$ cat src/rtl/lzss_window_decoder_macros.svh
// assertion macros for the lzss window decoder
`ifndef LZSS_WINDOW_DECODER_MACROS_SVH
`define LZSS_WINDOW_DECODER_MACROS_SVH
`ifndef SYNTHESIS
`define LZSSWD_ASSERT_IMP(label, clk, rstn, ante, cons, msg) \
    label: assert property (@(posedge clk) disable iff (!rstn) (ante) |-> (cons)) \
        else $error(msg);
`define LZSSWD_ASSERT_NXT(label, clk, rstn, ante, cons, msg) \
    label: assert property (@(posedge clk) disable iff (!rstn) (ante) |=> (cons)) \
        else $error(msg);
`else
`define LZSSWD_ASSERT_IMP(label, clk, rstn, ante, cons, msg)
`define LZSSWD_ASSERT_NXT(label, clk, rstn, ante, cons, msg)
`endif
`endif

$ cat src/rtl/lzsswd_pkg.sv
// shared types and constants of the lzss window decoder
package lzsswd_pkg;

    localparam int WIN_AW = 12;
    localparam int LIMIT_W = 24;
    localparam logic [WIN_AW-1:0] START_POS = 12'd4080;
    localparam logic [4:0] MIN_MATCH = 5'd3;
    localparam logic [3:0] FLAGS_PER_BYTE = 4'd8;
    localparam logic [1:0] FIFO_FULL = 2'd2;
    localparam logic STAT_DONE = 1'b0;
    localparam logic STAT_LIMIT = 1'b1;

    typedef enum logic [1:0] {
        ST_CLEAR,
        ST_IDLE,
        ST_COPY,
        ST_END
    } dec_state_t;

    typedef enum logic {
        KIND_DATA = 1'b0,
        KIND_END  = 1'b1
    } res_kind_t;

    typedef struct packed {
        logic              we;
        logic [WIN_AW-1:0] waddr;
        logic [7:0]        wdata;
        logic              re;
        logic [WIN_AW-1:0] raddr;
    } win_req_t;

    typedef struct packed {
        res_kind_t  kind;
        logic [7:0] data;
        logic       run_last;
        logic       status;
    } res_item_t;

    typedef struct packed {
        logic      valid;
        res_item_t item;
    } res_push_t;

endpackage

$ cat src/rtl/lzsswd_token_ctrl.sv
// token parser and match copy sequencer around the window memory
module lzsswd_token_ctrl
    import lzsswd_pkg::*;
(
    input  logic               aclk,
    input  logic               aresetn,
    input  logic               s_valid,
    input  logic [7:0]         s_byte,
    input  logic               s_last,
    output logic               s_ready,
    input  logic [LIMIT_W-1:0] limit,
    input  logic [1:0]         fifo_count,
    input  logic               pop,
    input  logic [7:0]         rd_data,
    output win_req_t           mem_req,
    output res_push_t          push,
    output logic               clearing
);

    dec_state_t         state_reg, state_next;
    logic [WIN_AW-1:0]  clr_cnt_reg, clr_cnt_next;
    logic [WIN_AW-1:0]  wp_reg, wp_next;
    logic [7:0]         flag_bits_reg, flag_bits_next;
    logic [3:0]         flags_left_reg, flags_left_next;
    logic               awaiting_reg, awaiting_next;
    logic [7:0]         match_low_reg, match_low_next;
    logic [LIMIT_W-1:0] produced_reg, produced_next;
    logic               stopped_reg, stopped_next;
    logic               last_pend_reg, last_pend_next;
    logic [WIN_AW-1:0]  src_reg, src_next;
    logic [4:0]         remain_reg, remain_next;
    logic               rdv_reg, rdv_next;

    logic              space_now;
    logic [2:0]        occ;
    logic              accept;
    logic              stop_now;
    logic [WIN_AW-1:0] match_dist;
    logic [4:0]        mlen;
    logic [WIN_AW-1:0] msrc;
    logic              fits;
    logic              tok_flag;
    logic              tok_high;
    logic              tok_low;
    logic              start_copy;
    logic              lit;
    logic              issue;
    logic              copy_done;

    always_comb begin
        space_now  = (fifo_count != FIFO_FULL) || pop;
        // queue fill counted with the read data in flight, so a read issued now always finds room
        occ        = {1'b0, fifo_count} + {2'b0, rdv_reg} - {2'b0, pop};
        accept     = s_valid && s_ready;
        stop_now   = stopped_reg || (produced_reg >= limit);
        match_dist = {s_byte[3:0], match_low_reg};
        mlen       = {1'b0, s_byte[7:4]} + MIN_MATCH;
        msrc       = wp_reg - match_dist - 12'd1;
        fits       = ({1'b0, produced_reg} + {20'd0, mlen}) <= {1'b0, limit};
        tok_flag   = (flags_left_reg == 4'd0);
        tok_high   = !tok_flag && awaiting_reg;
        tok_low    = !tok_flag && !awaiting_reg && flag_bits_reg[0];
        start_copy = accept && !stop_now && tok_high && fits;
        lit        = accept && !stop_now && !tok_flag && !awaiting_reg && !flag_bits_reg[0];
        issue      = (state_reg == ST_COPY) && (remain_reg != 5'd0) && (occ <= 3'd1);
        copy_done  = (state_reg == ST_COPY) && (remain_reg == 5'd0) && rdv_reg;
    end

    // next state
    always_comb begin
        state_next = state_reg;
        unique case (state_reg)
            ST_CLEAR: begin
                if (clr_cnt_reg == '1) begin
                    state_next = ST_IDLE;
                end
            end
            ST_IDLE: begin
                if (start_copy) begin
                    state_next = ST_COPY;
                end else if (accept && s_last) begin
                    state_next = ST_END;
                end
            end
            ST_COPY: begin
                if (copy_done) begin
                    state_next = last_pend_reg ? ST_END : ST_IDLE;
                end
            end
            ST_END: begin
                if (space_now) begin
                    state_next = ST_IDLE;
                end
            end
        endcase
    end

    // outputs
    always_comb begin
        s_ready  = 1'b0;
        clearing = 1'b0;
        mem_req  = '0;
        push     = '0;
        unique case (state_reg)
            ST_CLEAR: begin
                clearing      = 1'b1;
                mem_req.we    = 1'b1;
                mem_req.waddr = clr_cnt_reg;
                mem_req.wdata = 8'd0;
            end
            ST_IDLE: begin
                s_ready = space_now;
                if (lit) begin
                    mem_req.we         = 1'b1;
                    mem_req.waddr      = wp_reg;
                    mem_req.wdata      = s_byte;
                    push.valid         = 1'b1;
                    push.item.kind     = KIND_DATA;
                    push.item.data     = s_byte;
                    push.item.run_last = !s_last;
                    push.item.status   = STAT_DONE;
                end
            end
            ST_COPY: begin
                mem_req.re    = issue;
                mem_req.raddr = src_reg;
                if (rdv_reg) begin
                    mem_req.we         = 1'b1;
                    mem_req.waddr      = wp_reg;
                    mem_req.wdata      = rd_data;
                    push.valid         = 1'b1;
                    push.item.kind     = KIND_DATA;
                    push.item.data     = rd_data;
                    push.item.run_last = copy_done && !last_pend_reg;
                    push.item.status   = STAT_DONE;
                end
            end
            ST_END: begin
                push.valid         = space_now;
                push.item.kind     = KIND_END;
                push.item.data     = 8'd0;
                push.item.run_last = 1'b1;
                push.item.status   = stopped_reg ? STAT_LIMIT : STAT_DONE;
            end
        endcase
    end

    // datapath state
    always_comb begin
        clr_cnt_next    = clr_cnt_reg;
        wp_next         = wp_reg;
        flag_bits_next  = flag_bits_reg;
        flags_left_next = flags_left_reg;
        awaiting_next   = awaiting_reg;
        match_low_next  = match_low_reg;
        produced_next   = produced_reg;
        stopped_next    = stopped_reg;
        last_pend_next  = last_pend_reg;
        src_next        = src_reg;
        remain_next     = remain_reg;
        rdv_next        = issue;

        if (state_reg == ST_CLEAR) begin
            clr_cnt_next = clr_cnt_reg + 12'd1;
        end

        if (accept) begin
            last_pend_next = s_last;
            if (stop_now) begin
                stopped_next = 1'b1;
            end else if (tok_flag) begin
                flag_bits_next  = s_byte;
                flags_left_next = FLAGS_PER_BYTE;
            end else if (tok_high) begin
                awaiting_next   = 1'b0;
                flag_bits_next  = {1'b0, flag_bits_reg[7:1]};
                flags_left_next = flags_left_reg - 4'd1;
                if (fits) begin
                    src_next    = msrc;
                    remain_next = mlen;
                end else begin
                    stopped_next = 1'b1;
                end
            end else if (tok_low) begin
                match_low_next = s_byte;
                awaiting_next  = 1'b1;
            end else begin
                flag_bits_next  = {1'b0, flag_bits_reg[7:1]};
                flags_left_next = flags_left_reg - 4'd1;
                wp_next         = wp_reg + 12'd1;
                produced_next   = produced_reg + 24'd1;
            end
        end

        if (issue) begin
            src_next    = src_reg + 12'd1;
            remain_next = remain_reg - 5'd1;
        end
        if ((state_reg == ST_COPY) && rdv_reg) begin
            wp_next       = wp_reg + 12'd1;
            produced_next = produced_reg + 24'd1;
        end

        // end status delivered: back to the start of a stream
        if ((state_reg == ST_END) && space_now) begin
            wp_next         = START_POS;
            flag_bits_next  = 8'd0;
            flags_left_next = 4'd0;
            awaiting_next   = 1'b0;
            match_low_next  = 8'd0;
            produced_next   = '0;
            stopped_next    = 1'b0;
        end
    end

    always_ff @(posedge aclk) begin
        if (!aresetn) begin
            state_reg      <= ST_CLEAR;
            clr_cnt_reg    <= '0;
            wp_reg         <= START_POS;
            flag_bits_reg  <= 8'd0;
            flags_left_reg <= 4'd0;
            awaiting_reg   <= 1'b0;
            match_low_reg  <= 8'd0;
            produced_reg   <= '0;
            stopped_reg    <= 1'b0;
            last_pend_reg  <= 1'b0;
            remain_reg     <= 5'd0;
            rdv_reg        <= 1'b0;
        end else begin
            state_reg      <= state_next;
            clr_cnt_reg    <= clr_cnt_next;
            wp_reg         <= wp_next;
            flag_bits_reg  <= flag_bits_next;
            flags_left_reg <= flags_left_next;
            awaiting_reg   <= awaiting_next;
            match_low_reg  <= match_low_next;
            produced_reg   <= produced_next;
            stopped_reg    <= stopped_next;
            last_pend_reg  <= last_pend_next;
            remain_reg     <= remain_next;
            rdv_reg        <= rdv_next;
        end
    end

    always_ff @(posedge aclk) begin
        src_reg <= src_next;
    end

endmodule

$ cat config.mk
export PLATFORM = sky130hd
export DESIGN_NAME = lzsswd_token_ctrl
export DESIGN_NICKNAME = d
export VERILOG_FILES = /design/src/rtl/lzss_window_decoder_macros.svh /design/src/rtl/lzsswd_pkg.sv /design/src/rtl/lzsswd_token_ctrl.sv
export SDC_FILE = /design/constraint.sdc
export NUM_CORES = 1
export LEC_CHECK = 0
export BUFFER_PORTS_ARGS = -buffer_cell sky130_fd_sc_hd__buf_2
export CORE_ASPECT_RATIO = 0.8
export CORE_MARGIN = 2
export CORE_UTILIZATION = 55
export CTS_CLUSTER_DIAMETER = 40
export CTS_CLUSTER_SIZE = 25
export DETAILED_ROUTE_END_ITERATION = 8
export PLACE_DENSITY = 0.85
export SYNTH_ARGS = -nofsm -noshare
export SYNTH_HDL_FRONTEND = slang
export SYNTH_SLANG_ARGS = --single-unit
$ cat constraint.sdc
create_clock -name aclk -period 6.8 [get_ports aclk]
set_input_delay 1.36 -clock aclk [delete_from_list [all_inputs] [get_ports aclk]]
set_output_delay 1.36 -clock aclk [all_outputs]
set_load 0.05 [all_outputs]
==> results.yml <==
outcome:
  status: "finished, final reports clean"
synthesis:
  yosysMostFrequentCell: "nor2_1"
  synth.yosys.seq_area_share_pct: 27.4
  yosysUniqueCellTypes: 72
  async_flop_share_pct: 0
  syn_avg_cell_area_um2: 8.02
  synth_top_area_cell: "dfxtp_1"
  syn_nets: 1011
  yosysWarnings: 0
  synth-main-ff-cell: "dfxtp_1"
  synth-edff-count: 12
  yosys_register_bits: 91
  synthCells: 884
  yosys-top-cells-count: "114 x nor2_1, 93 x nand2_1, 79 x dfxtp_1"
  yosysTopAreaCellShare_pct: 22.3
  synthTopCellsByArea: "dfxtp_1 22%, ha_1 14%, xor2_1 6.9%, nor2_1 6.0%, edfxtp_1 5.1%"
  synth_area_um2: 7090
setup_path:
  reg2regPathDepth: 15
  crit_chain: "buf_2 -> inv_1 -> ha_1 -> and3b_1 -> ha_1 -> nand3_1 -> o211ai_1 -> nor2b_1 -> nand3_1 -> xnor2_1 -> ha_1 -> a21oi_1 -> o21ai_1 -> a211oi_1 -> nor3_1 -> o41ai_4 -> a41oi_1 -> inv_1"
  crit_path_start: "s_byte[4]"
  cpMaxStageDelayCell: "nor2b_1"
  crit_arrival_ns: 5.77
  end_kind: "flip-flop"
  crit_required_ns: 6.79
  crit_end: "src_reg[0]$_DFFE_PP_"
  crit_fanout: 12
  timing.rr.start: "produced_reg[0]$_SDFFE_PP0P_"
  critPathMaxStageDelay_ns: 0.55
  critPathKind: "primary input to flip-flop"
  start_kind: "primary input"
  r2r-end: "src_reg[0]$_DFFE_PP_"
  path_common_cell: "ha_1"
  reg2reg_slack_ns: 2.09
clock_network:
  clock_latency_ns: 0.34
  cts_resized: 0
  holdBufCountCts: 0
  clockBufferDepth: 2
  numCtsBuffers: 9
  post_cts.repair.setup_buffers: 0
  htreeDepth: 3
  cts_sinks: 91
  cts_tree: "built"
  cts_root_buf: "clkbuf_16"
  clk_pin_slew_ns: 0.06
detailed_routing:
  drc_errors: 0
  drtPass1Iterations: 7
  postRouteAntennaNets: 0
  vias: 6557
  via_per_inst: 5.77
  wirelength_um: 18000
  drt_iter0_markers: 753
  routedWlPerCell_um: 15.9
floorplan:
  io_pins: 95
  die-height_um: 106
  initial_core_util_pct: 55.7
  die_area_um2: 13800
  rows: 37
  core-area_um2: 12700
  chipWidth_um: 131
grt:
  grt_overflow: 0
  busiest_layer: "met1"
  grt_pass1_vias: 5973
  antenna_found_initial: 0
  grt_use_met2_pct: 38.8
  track_usage_pct: 26.8
  grt_util_met1_pct: 40.5
  met3_usage_pct: 5.33
  grt_pass1_wl_um: 29600
  grt_max_degree: 38
power:
  swShare_pct: 26.9
  clkPwrFrac_pct: 40.3
  p_seq_share_pct: 45.5
  power.switching_uw: 332
  power.leakage_nw: 3.61
  power_frac_comb_pct: 14.2
  power_density_nw_per_um2: 155
  internal_power_uw: 900
  ir_drop_mv: 0.166
final_layout:
  final_nets: 1083
  area_growth_pct: 11.9
  largest_reg_flops: 24
  diodes: 0
  drive_above_1_share_pct: 14.3
  fill_cells: 1125
sta:
  min_period_ns: 5.78
  grt_setup_unrepaired: "false"
  worst-slew-pin-transition_ns: 0.951
  setup-tns-final_ns: 0
  hold_slack_ns: 0.473
  slew_headroom_pct: 36.6
  fin_crit_sh_pct: 85.0
  fin_worst_skew_ns: 0.0105
  hold_violations: 0
  setup_violations: 0
  fmax_mhz: 173
  final_max_slew_viol_count: 0
run:
  maxCapViolCount: 0
placed_design:
  io_buffers: 94
  hpwlAfterDp_um: 13700
  place_congestion: 0.893
min_path:
  hold_class: "flip-flop to flip-flop"
power groups by stage:
| stage | Combinational [mW] | Clock, mW | Sequential [mW] |
|---|---|---|---|
| CTS | 0.174 | 0.498 | 0.560 |
| finish | 0.175 | 0.496 | 0.561 |
| global placement | 0.170 | 0 | 0.572 |
| global route | 0.192 | 0.521 | 0.561 |
| detailed placement | 0.173 | 0 | 0.572 |
| floorplan | 0.125 | 0 | 0.570 |
per-layer routing:
layer	vias up	routed length, µm
met1	3049	8610
met4	0	352
met2	262	7580
li1	3219	-
met5	-	0
met3	27	1480
placed cells by master (no fill, tap or decap), types with 3 or more instances in the layout:
master / netlist / layout
a21o_1: 9 / 9
dfxtp_1: 79 / 79
a22oi_1: 20 / 20
a311oi_2: 3 / 3
nand2_1: 93 / 93
ha_1: 77 / 77
a211oi_1: 3 / 3
nand2b_1: 5 / 5
xnor2_1: 28 / 28
a311oi_1: 3 / 3
xor2_1: 56 / 56
and3_1: 13 / 13
inv_1: 61 / 61
o21bai_1: 4 / 4
nor2_1: 114 / 114
o211ai_1: 5 / 5
buf_4: 4 / 5
mux2i_1: 11 / 11
and2_1: 18 / 18
nor4_1: 4 / 3
clkbuf_16: 0 / 9
and4_1: 3 / 3
o21a_1: 8 / 8
nand4_1: 31 / 31
clkbuf_1: 21 / 3
o31ai_1: 6 / 6
o21ai_1: 5 / 5
buf_2: 9 / 94
nand3_1: 42 / 42
nor3_1: 23 / 23
o21ai_0: 18 / 18
a21oi_1: 37 / 36
nor3b_1: 3 / 3
fa_1: 3 / 3
nor2b_1: 4 / 4
or2_2: 3 / 3
a31oi_1: 5 / 5
edfxtp_1: 12 / 12
worst min-delay path by stage:
| stage | from | depth (start not counted) | to | slack, ns |
|---|---|---|---|---|
| 5_1_grt | flag_bits_reg[7]$_SDFFE_PP0P_ | 2 | flag_bits_reg[7]$_SDFFE_PP0P_ | 0.50 |
| 3_3_place_gp | stopped_reg$_SDFFE_PP0P_ | 2 | stopped_reg$_SDFFE_PP0P_ | 0.45 |
| 2_1_floorplan | stopped_reg$_SDFFE_PP0P_ | 2 | stopped_reg$_SDFFE_PP0P_ | 0.44 |
| 6_report | flag_bits_reg[7]$_SDFFE_PP0P_ | 2 | flag_bits_reg[7]$_SDFFE_PP0P_ | 0.47 |
| 4_1_cts | flag_bits_reg[7]$_SDFFE_PP0P_ | 2 | flag_bits_reg[7]$_SDFFE_PP0P_ | 0.48 |
| 3_5_place_dp | flag_bits_reg[7]$_SDFFE_PP0P_ | 2 | flag_bits_reg[7]$_SDFFE_PP0P_ | 0.47 |
layout make-up:
cell class	count	area [µm²]	share of cell area, %
Inverter	62	233	2.93
Sequential cell	91	1940	24.5
Clock inverter	4	52.6	0.662
Multi-Input combinational cell	693	4750	59.8
Tap cell	175	219	2.76
Timing Repair Buffer	99	508	6.40
Clock buffer	12	236	2.98
through the flow:
stage / util, % / worst slack (ns) / cells / total power [mW] / cell area [µm²]
6_report: 62.3 / 1.02 / 1136 / 1.23 / 7940
5_1_grt: 62.3 / 0.643 / 1136 / 1.27 / 7940
4_1_cts: 62.3 / 1.10 / 1136 / 1.23 / 7940
3_5_place_dp: 60.1 / 0.746 / 1120 / 0.745 / 7650
3_3_place_gp: 60.1 / 0.919 / 1120 / 0.742 / 7650
2_1_floorplan: - / 1.53 / 884 / 0.695 / 7090
worst max-delay path: cells and delay by family:
family / cells / cell delay, ns
AOI/OAI and AO/OA: 6 / 1.61
xor gates and xnor gates: 1 / 0.16
adders and majority gates: 3 / 0.86
buffers and inverters: 3 / 0.63
and+or+nand+nor: 5 / 1.16
cells by family after synthesis:
logic type	synth area share [%]
AOI/OAI and AO/OA	14.5
and+or+nand+nor	25.9
DFF	27.4
buffers and inverters	5.93
adders and majority gates	14.4
xor gates and xnor gates	10.4
muxes	1.55
No activity file was read; power rests on OpenSTA's default activity.
