File: src/rtl/lzss_window_decoder_macros.svh
// assertion macros for the lzss window decoder
`ifndef LZSS_WINDOW_DECODER_MACROS_SVH
`define LZSS_WINDOW_DECODER_MACROS_SVH
`ifndef SYNTHESIS
`define LZSSWD_ASSERT_IMP(label, clk, rstn, ante, cons, msg) \
    label: assert property (@(posedge clk) disable iff (!rstn) (ante) |-> (cons)) \
        else $error(msg);
`define LZSSWD_ASSERT_NXT(label, clk, rstn, ante, cons, msg) \
    label: assert property (@(posedge clk) disable iff (!rstn) (ante) |=> (cons)) \
        else $error(msg);
`else
`define LZSSWD_ASSERT_IMP(label, clk, rstn, ante, cons, msg)
`define LZSSWD_ASSERT_NXT(label, clk, rstn, ante, cons, msg)
`endif
`endif

File: src/rtl/lzsswd_pkg.sv
// shared types and constants of the lzss window decoder
package lzsswd_pkg;

    localparam int WIN_AW = 12;
    localparam int LIMIT_W = 24;
    localparam logic [WIN_AW-1:0] START_POS = 12'd4080;
    localparam logic [4:0] MIN_MATCH = 5'd3;
    localparam logic [3:0] FLAGS_PER_BYTE = 4'd8;
    localparam logic [1:0] FIFO_FULL = 2'd2;
    localparam logic STAT_DONE = 1'b0;
    localparam logic STAT_LIMIT = 1'b1;

    typedef enum logic [1:0] {
        ST_CLEAR,
        ST_IDLE,
        ST_COPY,
        ST_END
    } dec_state_t;

    typedef enum logic {
        KIND_DATA = 1'b0,
        KIND_END  = 1'b1
    } res_kind_t;

    typedef struct packed {
        logic              we;
        logic [WIN_AW-1:0] waddr;
        logic [7:0]        wdata;
        logic              re;
        logic [WIN_AW-1:0] raddr;
    } win_req_t;

    typedef struct packed {
        res_kind_t  kind;
        logic [7:0] data;
        logic       run_last;
        logic       status;
    } res_item_t;

    typedef struct packed {
        logic      valid;
        res_item_t item;
    } res_push_t;

endpackage

File: src/rtl/lzsswd_result_fifo.sv
// two-entry result queue in front of the output channel
module lzsswd_result_fifo
    import lzsswd_pkg::*;
(
    input  logic        aclk,
    input  logic        aresetn,
    input  res_push_t   push,
    input  logic        pop,
    output res_item_t   head,
    output logic        head_valid,
    output logic [1:0]  count
);

    res_item_t  slot_reg [2];
    logic       wr_ptr_reg;
    logic       wr_ptr_next;
    logic       rd_ptr_reg;
    logic       rd_ptr_next;
    logic [1:0] count_reg;
    logic [1:0] count_next;

    always_comb begin
        wr_ptr_next = wr_ptr_reg ^ push.valid;
        rd_ptr_next = rd_ptr_reg ^ pop;
        count_next  = count_reg + {1'b0, push.valid} - {1'b0, pop};
    end

    always_ff @(posedge aclk) begin
        if (!aresetn) begin
            wr_ptr_reg <= 1'b0;
            rd_ptr_reg <= 1'b0;
            count_reg  <= 2'd0;
        end else begin
            wr_ptr_reg <= wr_ptr_next;
            rd_ptr_reg <= rd_ptr_next;
            count_reg  <= count_next;
        end
    end

    always_ff @(posedge aclk) begin
        if (push.valid) begin
            slot_reg[wr_ptr_reg] <= push.item;
        end
    end

    assign head       = slot_reg[rd_ptr_reg];
    assign head_valid = (count_reg != 2'd0);
    assign count      = count_reg;

endmodule

File: config.mk
export PLATFORM = sky130hd
export DESIGN_NAME = lzsswd_result_fifo
export DESIGN_NICKNAME = d
export VERILOG_FILES = /design/src/rtl/lzss_window_decoder_macros.svh /design/src/rtl/lzsswd_pkg.sv /design/src/rtl/lzsswd_result_fifo.sv
export SDC_FILE = /design/constraint.sdc
export NUM_CORES = 1
export LEC_CHECK = 0
export BUFFER_PORTS_ARGS = -buffer_cell sky130_fd_sc_hd__buf_4
export CORE_UTILIZATION = 46
export CTS_CLUSTER_DIAMETER = 60
export DETAILED_ROUTE_END_ITERATION = 12
export PLACE_DENSITY = 0.79
export SYNTH_ARGS = -nofsm -noshare
export SYNTH_HDL_FRONTEND = slang
export SYNTH_SLANG_ARGS = --single-unit
File: constraint.sdc
create_clock -name aclk -period 1.3 [get_ports aclk]
set_input_delay 0.065 -clock aclk [delete_from_list [all_inputs] [get_ports aclk]]
set_output_delay 0.065 -clock aclk [all_outputs]
set_load 0.005 [all_outputs]
==> impl.org, run 1 <==
** CTS
- Deepest level of the CTS H-tree :: 1
- At the later pin of the worst-skew pair, clock insertion delay measures 0.31 ns.
- Clk root buf :: sky130_fd_sc_hd__clkbuf_4
- CTS saw 27 sinks.
- In this run, CTS created clock tree buffers numbering 3.
- Clock tree from TritonCTS :: yes
- Clock input transition at the sequential cells of the worst setup and hold paths :: 0.14 ns
- No sink is reached through more buffers than the 2 on the longest clock path.

** Synthesis
- In this run, synthesis inferred 22 flip-flops with an integrated enable.
- Number of distinct library cells after synthesis :: 12
- Dominant synthesized flop cell :: sky130_fd_sc_hd__edfxtp_1
- Largest cells by area after synthesis :: sky130_fd_sc_hd__edfxtp_1 64%, sky130_fd_sc_hd__mux2_2 12%, sky130_fd_sc_hd__dfxtp_1 9.7%, sky130_fd_sc_hd__ha_1 4.9%, sky130_fd_sc_hd__xnor3_1 2.2%
- Gate count of the mapped netlist :: 54
- Of all flip-flops after synthesis, the portion carrying an async set or reset was 0%.
- Summing the areas of all compound-gate instances in the mapped netlist gives 0% of the synthesized area.
- Each instance of the synthesized netlist takes up on average approximately 19 sq um.
- Simple-Gate Fraction of Synth Area :: 3.89%
- The largest total area in the synthesized netlist belongs to sky130_fd_sc_hd__edfxtp_1.
- Summing the sequential cell areas from Yosys gives 74.0% of the chip area.
- Xor and xnor fraction of the mapped netlist area :: 3.04%
- Ranking of synthesized cells by instance count :: 22 x sky130_fd_sc_hd__edfxtp_1, 11 x sky130_fd_sc_hd__mux2_2, 5 x sky130_fd_sc_hd__dfxtp_1
- Summing every instance area after synthesis gives just over 1000 sq um.
- Fraction of the mapped netlist area in adder cells :: 4.87%
- Among all cell types in the netlist, the one instantiated most often is sky130_fd_sc_hd__edfxtp_1.
- Share of cell area taken by muxes after synthesis :: 12.0%
- By area, the combinational part of the netlist is dominated by multiplexers.
- The Yosys step of the flow raised 0 warnings.
- After synthesis the netlist holds a flip-flop and latch count of 27.
- Post-Synthesis Net Count :: 73
- Area share of the largest cell type after synthesis :: between 60% and 70%

** Routing
- The count of nets left with antenna violations once routing finished came out at 0.
- The final route contains 615 vias.
- WL per Instance :: 14.4 um
- Number of DRC violations after detailed-routing iteration 0 :: 9
- Number of remaining DRC errors :: 0
- Detailed Route WL :: 1880 um
- Detailed-routing iteration count for the pre-antenna-repair pass :: 3
- Dividing the detail-routed via count by the number of cells gives about 4.7.

** Power and ir drop
- PD cells :: 1160 nW/um^2
- Clock network fraction of design power :: around a fifth
- Sequential share of power :: 57.3%
- For this design the static power due to leakage is 0.000660 uW.
- Power Internal :: 1410 uW
- The analysis attributes to net switching a power of 394 uW.
- Combinational logic burns 23.7% of the power.
- Proportion of total power due to net switching :: 21.8%
- Largest vdd supply drop :: 0.825 mV

** Timing
- Between clock sinks in the finished design, the worst skew comes to ~0.0027 ns.
- The total count of max-transition violations in the final report came to 0.
- Setup repair after global routing missed its margin :: yes
- Dividing the final minimum period by the clock period gives 102%.
- The count of endpoints failing hold in the final timing report is 0.
- Relative slew slack :: 86.5%
- Achievable Freq :: approximately 750 MHz
- At the pin with the least slew margin, the transition time is 0.202 ns.
- Setup violations remaining at the end of the flow were counted as 11.
- Post-route worst setup slack :: -0.0276 ns
- Time the final worst path needs with I/O delays and setup :: 1.33 ns

** Setup path
- R2R Setup Slk :: 0.08 ns
- Critical path launch point type :: flip-flop
- Among the stages of the critical path, the cell type that occurs most often is sky130_fd_sc_hd__buf_6.
- Stage delay of the slowest cell on the critical path :: between 0.3 and 0.4 ns
- The signal on the critical path passes through buf_6 -> mux2_4 -> buf_6.
- Cell count of the worst reg-to-reg path :: 6
- Worst flop-to-flop path endpoint :: count[1]
- The critical path ends at head[7].
- The worst register-to-register path begins at count[0].
- Crit Path Class :: flip-flop to output port
- Max Fanout on Critical Path :: 6
- Worst path slowest cell :: sky130_fd_sc_hd__dfxtp_2
- Data arrives at the worst endpoint at approximately 1.3 ns.
- For the worst setup path, the data required time is approximately 1.2 ns.
- Category of the worst setup path capture point :: output port

** Outcome
- Outcome :: complete, but fails checks
- Violations in the final reports :: negative setup slack

** Global routing
- Total congestion overflow :: 0
- In the global route stage, overall resource usage came out at ~18%.
- Pin count of the biggest net entering global routing :: 15
- Antenna violations before repair :: 0
- The first global-routing pass estimated 3050 um of wire.
- The via count of the first global-routing pass is 676.

** Final layout
- In the final design database the tool counted between 100 and 150 nets.
- Layout-stage area growth over the synthesis result :: 51.0%
- Cells fill 76.8% of the core in the end.
- Of the cells placed in the final design, the portion with a size suffix greater than 1 is 51.0%.
- Antenna cells :: 0
- Flip-flop count of the largest register after layout :: 22

** Floorplan
- Horizontal extent of the die :: a little under 50 um
- Initial core utilization :: just over 50%
- Die outline area :: 2430 sq um
- Die outline height :: 49.3 um
- The core region is 2020 sq um.
- 29 I/O pins were placed.
- The floorplan has 16 rows.

** Worst hold path
- The startpoint identified for the worst hold timing path is pop.
- Hold path cells :: 3
- Class of the worst hold path :: primary input to flip-flop

** Place
- Post-Place Setup Slack :: 0.0623 ns
- Once detailed placement completed, the half-perimeter wirelength came to 1150 um.
- Routability-driven placement finished with a final weighted congestion of 0.647.
- Buffers placed on the I/O ports in this run total 28.

** Run
- MaxCap Viol Count :: 0
routing by layer:
metal  vias up  share of wire [%]  global-route usage, %  wire length [um]
li1        295                  -                      -                 -
met1       301                 42                   19.8               789
met2        17                 54                   32.4              1030
met3         2                3.0                   3.12                56
met4         0               0.53                   6.86                10
met5         -                  0                      0                 0
worst max-delay path: cells and delay by family, from the launching register on:
kind / cells / cell delay (ns)
flops: 1 / 0.38
mux: 1 / 0.31
buf+inv: 2 / 0.27
final cells by class:
class                      instances  area, sq um
clock buffer                       4         26.3
fill                             129          469
inverter                           3         11.3
multi-input combinational         23          287
sequential                        27          763
tap                               27         33.8
timing repair buffer              47          432
cell families (layout without fill, tap and decap cells):
| logic type | count (synthesis) | count (layout) |
|---|---|---|
| AND/OR/NAND/NOR | 6 | 6 |
| adder cells (fa/ha/maj) | 4 | 4 |
| flip-flops | 27 | 27 |
| multiplexers | 11 | 11 |
| buffers and inverters | 4 | 54 |
| XOR/XNOR | 2 | 2 |
cell usage in the layout, fill, tap and decap left out:
master                          instances
sky130_fd_sc_hd__clkbuf_1               1
sky130_fd_sc_hd__inv_1                  3
sky130_fd_sc_hd__dfxtp_1                3
sky130_fd_sc_hd__xnor3_1                1
sky130_fd_sc_hd__ha_1                   4
sky130_fd_sc_hd__and2_1                 3
sky130_fd_sc_hd__nor2b_1                1
sky130_fd_sc_hd__edfxtp_1              22
sky130_fd_sc_hd__buf_6                 13
sky130_fd_sc_hd__nor2b_2                1
sky130_fd_sc_hd__dfxtp_2                2
sky130_fd_sc_hd__clkbuf_4               3
sky130_fd_sc_hd__xor2_1                 1
sky130_fd_sc_hd__mux2_4                11
sky130_fd_sc_hd__buf_4                 22
sky130_fd_sc_hd__or2_2                  1
sky130_fd_sc_hd__dlygate4sd3_1         12
repair_timing:
action,CTS,global route
gates cloned,1,0
setup endpoints to repair,11,12
hold endpoints to repair,27,0
buffers inserted,0,1
hold buffers,12,0
resized for setup,26,1
power by group through the flow:
stage	clock network (uW)	logic (uW)	registers, uW
after floorplan	0	158	1050
after global placement	0	312	1040
after detailed placement	0	326	1050
after CTS	337	422	1040
after global routing	384	461	1040
final	344	428	1040
through the flow:
step,hold slack [ns],power (uW),setup TNS [ns],instances,cell area [sq um]
final,0.0836,1810,-0.225,131,1550
after global routing,0.0698,1890,-0.615,131,1550
after CTS,0.0604,1800,-0.214,130,1540
after detailed placement,0.254,1380,0,113,1300
after global placement,0.250,1360,0,113,1300
after floorplan,0.164,1200,0,54,1030
worst min path at each step:
stage,end,slack (ns)
final,rd_ptr_reg,0.08
after global routing,wr_ptr_reg,0.07
after CTS,wr_ptr_reg,0.06
after detailed placement,slot_reg[0][10],0.25
after global placement,slot_reg[1][1],0.25
after floorplan,slot_reg[0][0],0.16
Power figures use the tool's default switching activity.
==> run 2: changes to the inputs <==
Settings changed: CTS_CLUSTER_DIAMETER 60 to default, RECOVER_POWER from default to 25.
==> run 2 against run 1 <==
Compared with the run above: non-clock buffer count is the same; global-route usage is the same; critical path depth is the same; the run still ends with negative setup slack left; worst hold slack is the same; fmax is essentially flat; clock power is essentially flat; count of clock-buffer cells in the layout is the same; worst setup slack is essentially flat; cell count is the same; die area is the same.
==> impl.org, run 2 (synthesized netlist as in run 1, its figures left out) <==
** Setup path
- R2R Setup Slk :: 0.08 ns (about the same)
- STA classifies the critical path endpoint as an output port.
- CP Data Arrival Time :: 1.26 ns (about the same)
- Required time of the critical path :: 1.24 ns (about the same)
- The endpoint identified for the worst register-to-register timing path is count[1].
- The worst-path maximum fanout is 6 (unchanged).
- Startpoint of the worst-slack reg-to-reg timing path :: count[0]
- The worst setup path is launched from a flip-flop.
- Crit Path Class :: flip-flop to output port
- Cell count of the worst reg-to-reg path :: 6 (unchanged)

** Final layout
- Post-layout net count :: 124 (unchanged)
- Fraction of final layout cells sized beyond drive strength 1 :: 51.0% (unchanged)
- Footprint of the flip-flops and latches :: 763 sq um (unchanged)
- Antenna cells :: 0 (unchanged)
- Leaving out fill and tap cells, the most frequent cell in the layout is sky130_fd_sc_hd__edfxtp_1.
- The flip-flop count of the largest register after layout is 22 (unchanged).
- Layout-stage area growth over the synthesis result :: 51.0% (unchanged)
- In the layout the commonest cells are 22 x sky130_fd_sc_hd__edfxtp_1, 15 x sky130_fd_sc_hd__buf_4, 13 x sky130_fd_sc_hd__buf_6, 12 x sky130_fd_sc_hd__dlygate4sd3_1, 11 x sky130_fd_sc_hd__mux2_4.
- Filler cell count in the final layout :: 129 (unchanged)
- Footprint of the multi-input gates :: 287 sq um (unchanged)

** CTS
- Clock input transition at the sequential cells of the worst setup and hold paths :: 0.14 ns (about the same)
- Clock tree from TritonCTS :: yes
- Worst-case clock buffer depth :: 2 (unchanged)
- Deepest level of the CTS H-tree :: 1 (unchanged)
- Clock net sink count :: 27 (unchanged)
- Clk root buf :: sky130_fd_sc_hd__clkbuf_4
- CTS Buf Count :: 3 (unchanged)
- Later-pin clock latency in the skew report :: 0.31 ns (about the same)

** Timing
- The final worst-path cycle share is 102% (about the same).
- Finish-stage setup viols :: 11 (unchanged)
- The measured slew at the worst slew-check pin is 0.202 ns (unchanged).
- The worst setup slack after layout is -0.0276 ns (-0.0000393 ns).
- The maximum clock frequency was 753 MHz (about the same).
- Total count of max-transition violations in the final report :: 0 (unchanged)
- Relative slew slack :: 86.5% (unchanged)
- Clock Skew :: 0.00275 ns (unchanged)
- Setup repair after global routing could not meet its margin everywhere.
- Time the final worst path needs with I/O delays and setup :: 1.33 ns (+0.0000393 ns)
- Post-route setup TNS :: -0.224 ns (+0.00108 ns)
- The count of endpoints failing hold in the final timing report was 0 (unchanged).

** Routing
- The first-iteration detailed-routing DRC count was 9 (unchanged).
- The total routed wire length on the met1 layer was 781 um (-1.0%).
- The length of routed met2 wiring came to 1020 um (-0.29%).
- Number of remaining DRC errors :: 0 (unchanged)
- Uppermost routed layer :: met4
- The wire length per cell came to 14.3 um (-0.43%).
- Detailed Route WL :: 1870 um (-0.43%)
- Routed Antenna Nets :: 0 (unchanged)
- The average via count per standard cell is 4.69 (unchanged).
- The via count of the routed design came to 615 (unchanged).
- Detailed-routing iteration count for the pre-antenna-repair pass :: 3 (unchanged)
- The met3 wire length is 57 um (+1.8%).

** Global routing
- The via count of the first global-routing pass came to 676 (unchanged).
- Global router's overall resource usage :: 17.6% (unchanged)
- Antenna violations before repair :: 0 (unchanged)
- Global-route wire length before repair :: 3050 um (unchanged)
- The total congestion overflow after global routing came to 0 (unchanged).
- The pin count of the biggest net entering global routing was 15 (unchanged).

** Floorplan
- Die outline height :: 49.3 um (unchanged)
- Core ar. :: 2020 sq um (unchanged)
- Initial core utilization :: 50.9% (unchanged)
- Die outline area :: 2430 sq um (unchanged)
- Top-Level Pins :: 29 (unchanged)
- The width of the die is 49.3 um (unchanged).
- Site Rows :: 16 (unchanged)

** Power and ir drop
- Leak :: 0.000658 uW (-0.22%)
- The areal power density over the cells is 1160 nW/um^2 (about the same).
- The peak supply drop is 0.825 mV (about the same).
- The overall power was 1810 uW (about the same).
- Sequential share of power :: 57.3% (about the same)
- The net switching power of the design was 393 uW (-0.14%).
- The clock network fraction of design power is 19.1% (about the same).
- Proportion of power drawn by combinational gates :: 23.6% (about the same)
- The internal power contribution is 1410 uW (about the same).
- Proportion of total power due to net switching :: 21.8% (about the same)

** Worst hold path
- The depth of the worst hold-timing path came to 3 (unchanged).
- For hold timing, the worst endpoint is rd_ptr_reg.
- The min-delay analysis places its worst path in the category primary input to flip-flop.
- Startpoint of the lowest-slack hold path :: pop

** Run
- The max capacitance violation total is 0 (unchanged).

** Place
- Detailed Place HPWL :: 1150 um (unchanged)
- The final weighted congestion in routability-driven placement was 0.647 (unchanged).
- Count of buffers from port buffering :: 28 (unchanged)

** Outcome
- Violations in the final reports :: negative setup slack
- The flow ran to the end, but the final reports show violations.
[run 2: cell count changes in the layout (fill, tap and decap cells not counted)]
cell and change:
sky130_fd_sc_hd__buf_4 -7, sky130_fd_sc_hd__clkbuf_4 +7
[run 2: layout make-up]
type                    instances  share of cell area [%]
inverters                       3                   0.725
flip-flops and latches         27                    49.2
repair buffers                 47                    27.8
multi-input cells              23                    18.5
well taps                      27                    2.18
clock buffers                   4                    1.69
[run 2: power groups by stage]
stage / Sequential [uW] / Combinational (uW) / Clock [uW]
floorplan: 1050 / 158 / 0
global placement: 1040 / 312 / 0
detailed placement: 1050 / 326 / 0
CTS: 1040 / 422 / 337
global route: 1040 / 459 / 384
finish: 1040 / 426 / 344
[run 2: stage by stage]
step	worst slack (ns)	util [%]	cells	hold WS (ns)	instance area, sq um
3_5_place_dp	0.0623	64.2	113	0.254	1300
6_report	-0.0276	76.8	131	0.0836	1550
5_1_grt	-0.0635	76.8	131	0.0698	1550
4_1_cts	-0.0345	76.4	130	0.0604	1540
3_3_place_gp	0.130	64.2	113	0.250	1300
2_1_floorplan	0.118	-	54	0.164	1030
[run 2: critical path: stages (launching register included)]
cell and delay, ns:
sky130_fd_sc_hd__dfxtp_2 0.38, sky130_fd_sc_hd__buf_6 0.15, sky130_fd_sc_hd__mux2_4 0.31, sky130_fd_sc_hd__buf_6 0.12
[run 2: per-layer routing]
metal	vias to the layer above	GRT usage (%)
met2	17	32.4
met1	301	19.8
met3	2	3.12
met4	0	6.86
li1	295	-
met5	-	0
[run 2: timing repair]
action | 4_1_cts | 5_1_grt
hold buffers | 12 | 0
endpoints found under the hold margin | 27 | 0
gates resized for setup | 26 | 1
buffers inserted | 0 | 1
setup endpoints to repair | 11 | 12
cloned | 1 | 0
[run 2: worst max-delay path by stage]
| stage | from | endpoint | slack (ns) | depth (start not counted) |
|---|---|---|---|---|
| after detailed placement | count[0] | count[1] | 0.06 | 6 |
| final | flip-flop | head[7] | -0.03 | 3 |
| after CTS | flip-flop | head[7] | -0.03 | 3 |
| after floorplan | count[0] | count[1] | 0.12 | 6 |
| after global placement | count[0] | count[1] | 0.13 | 6 |
| after global routing | flip-flop | head[7] | -0.06 | 3 |
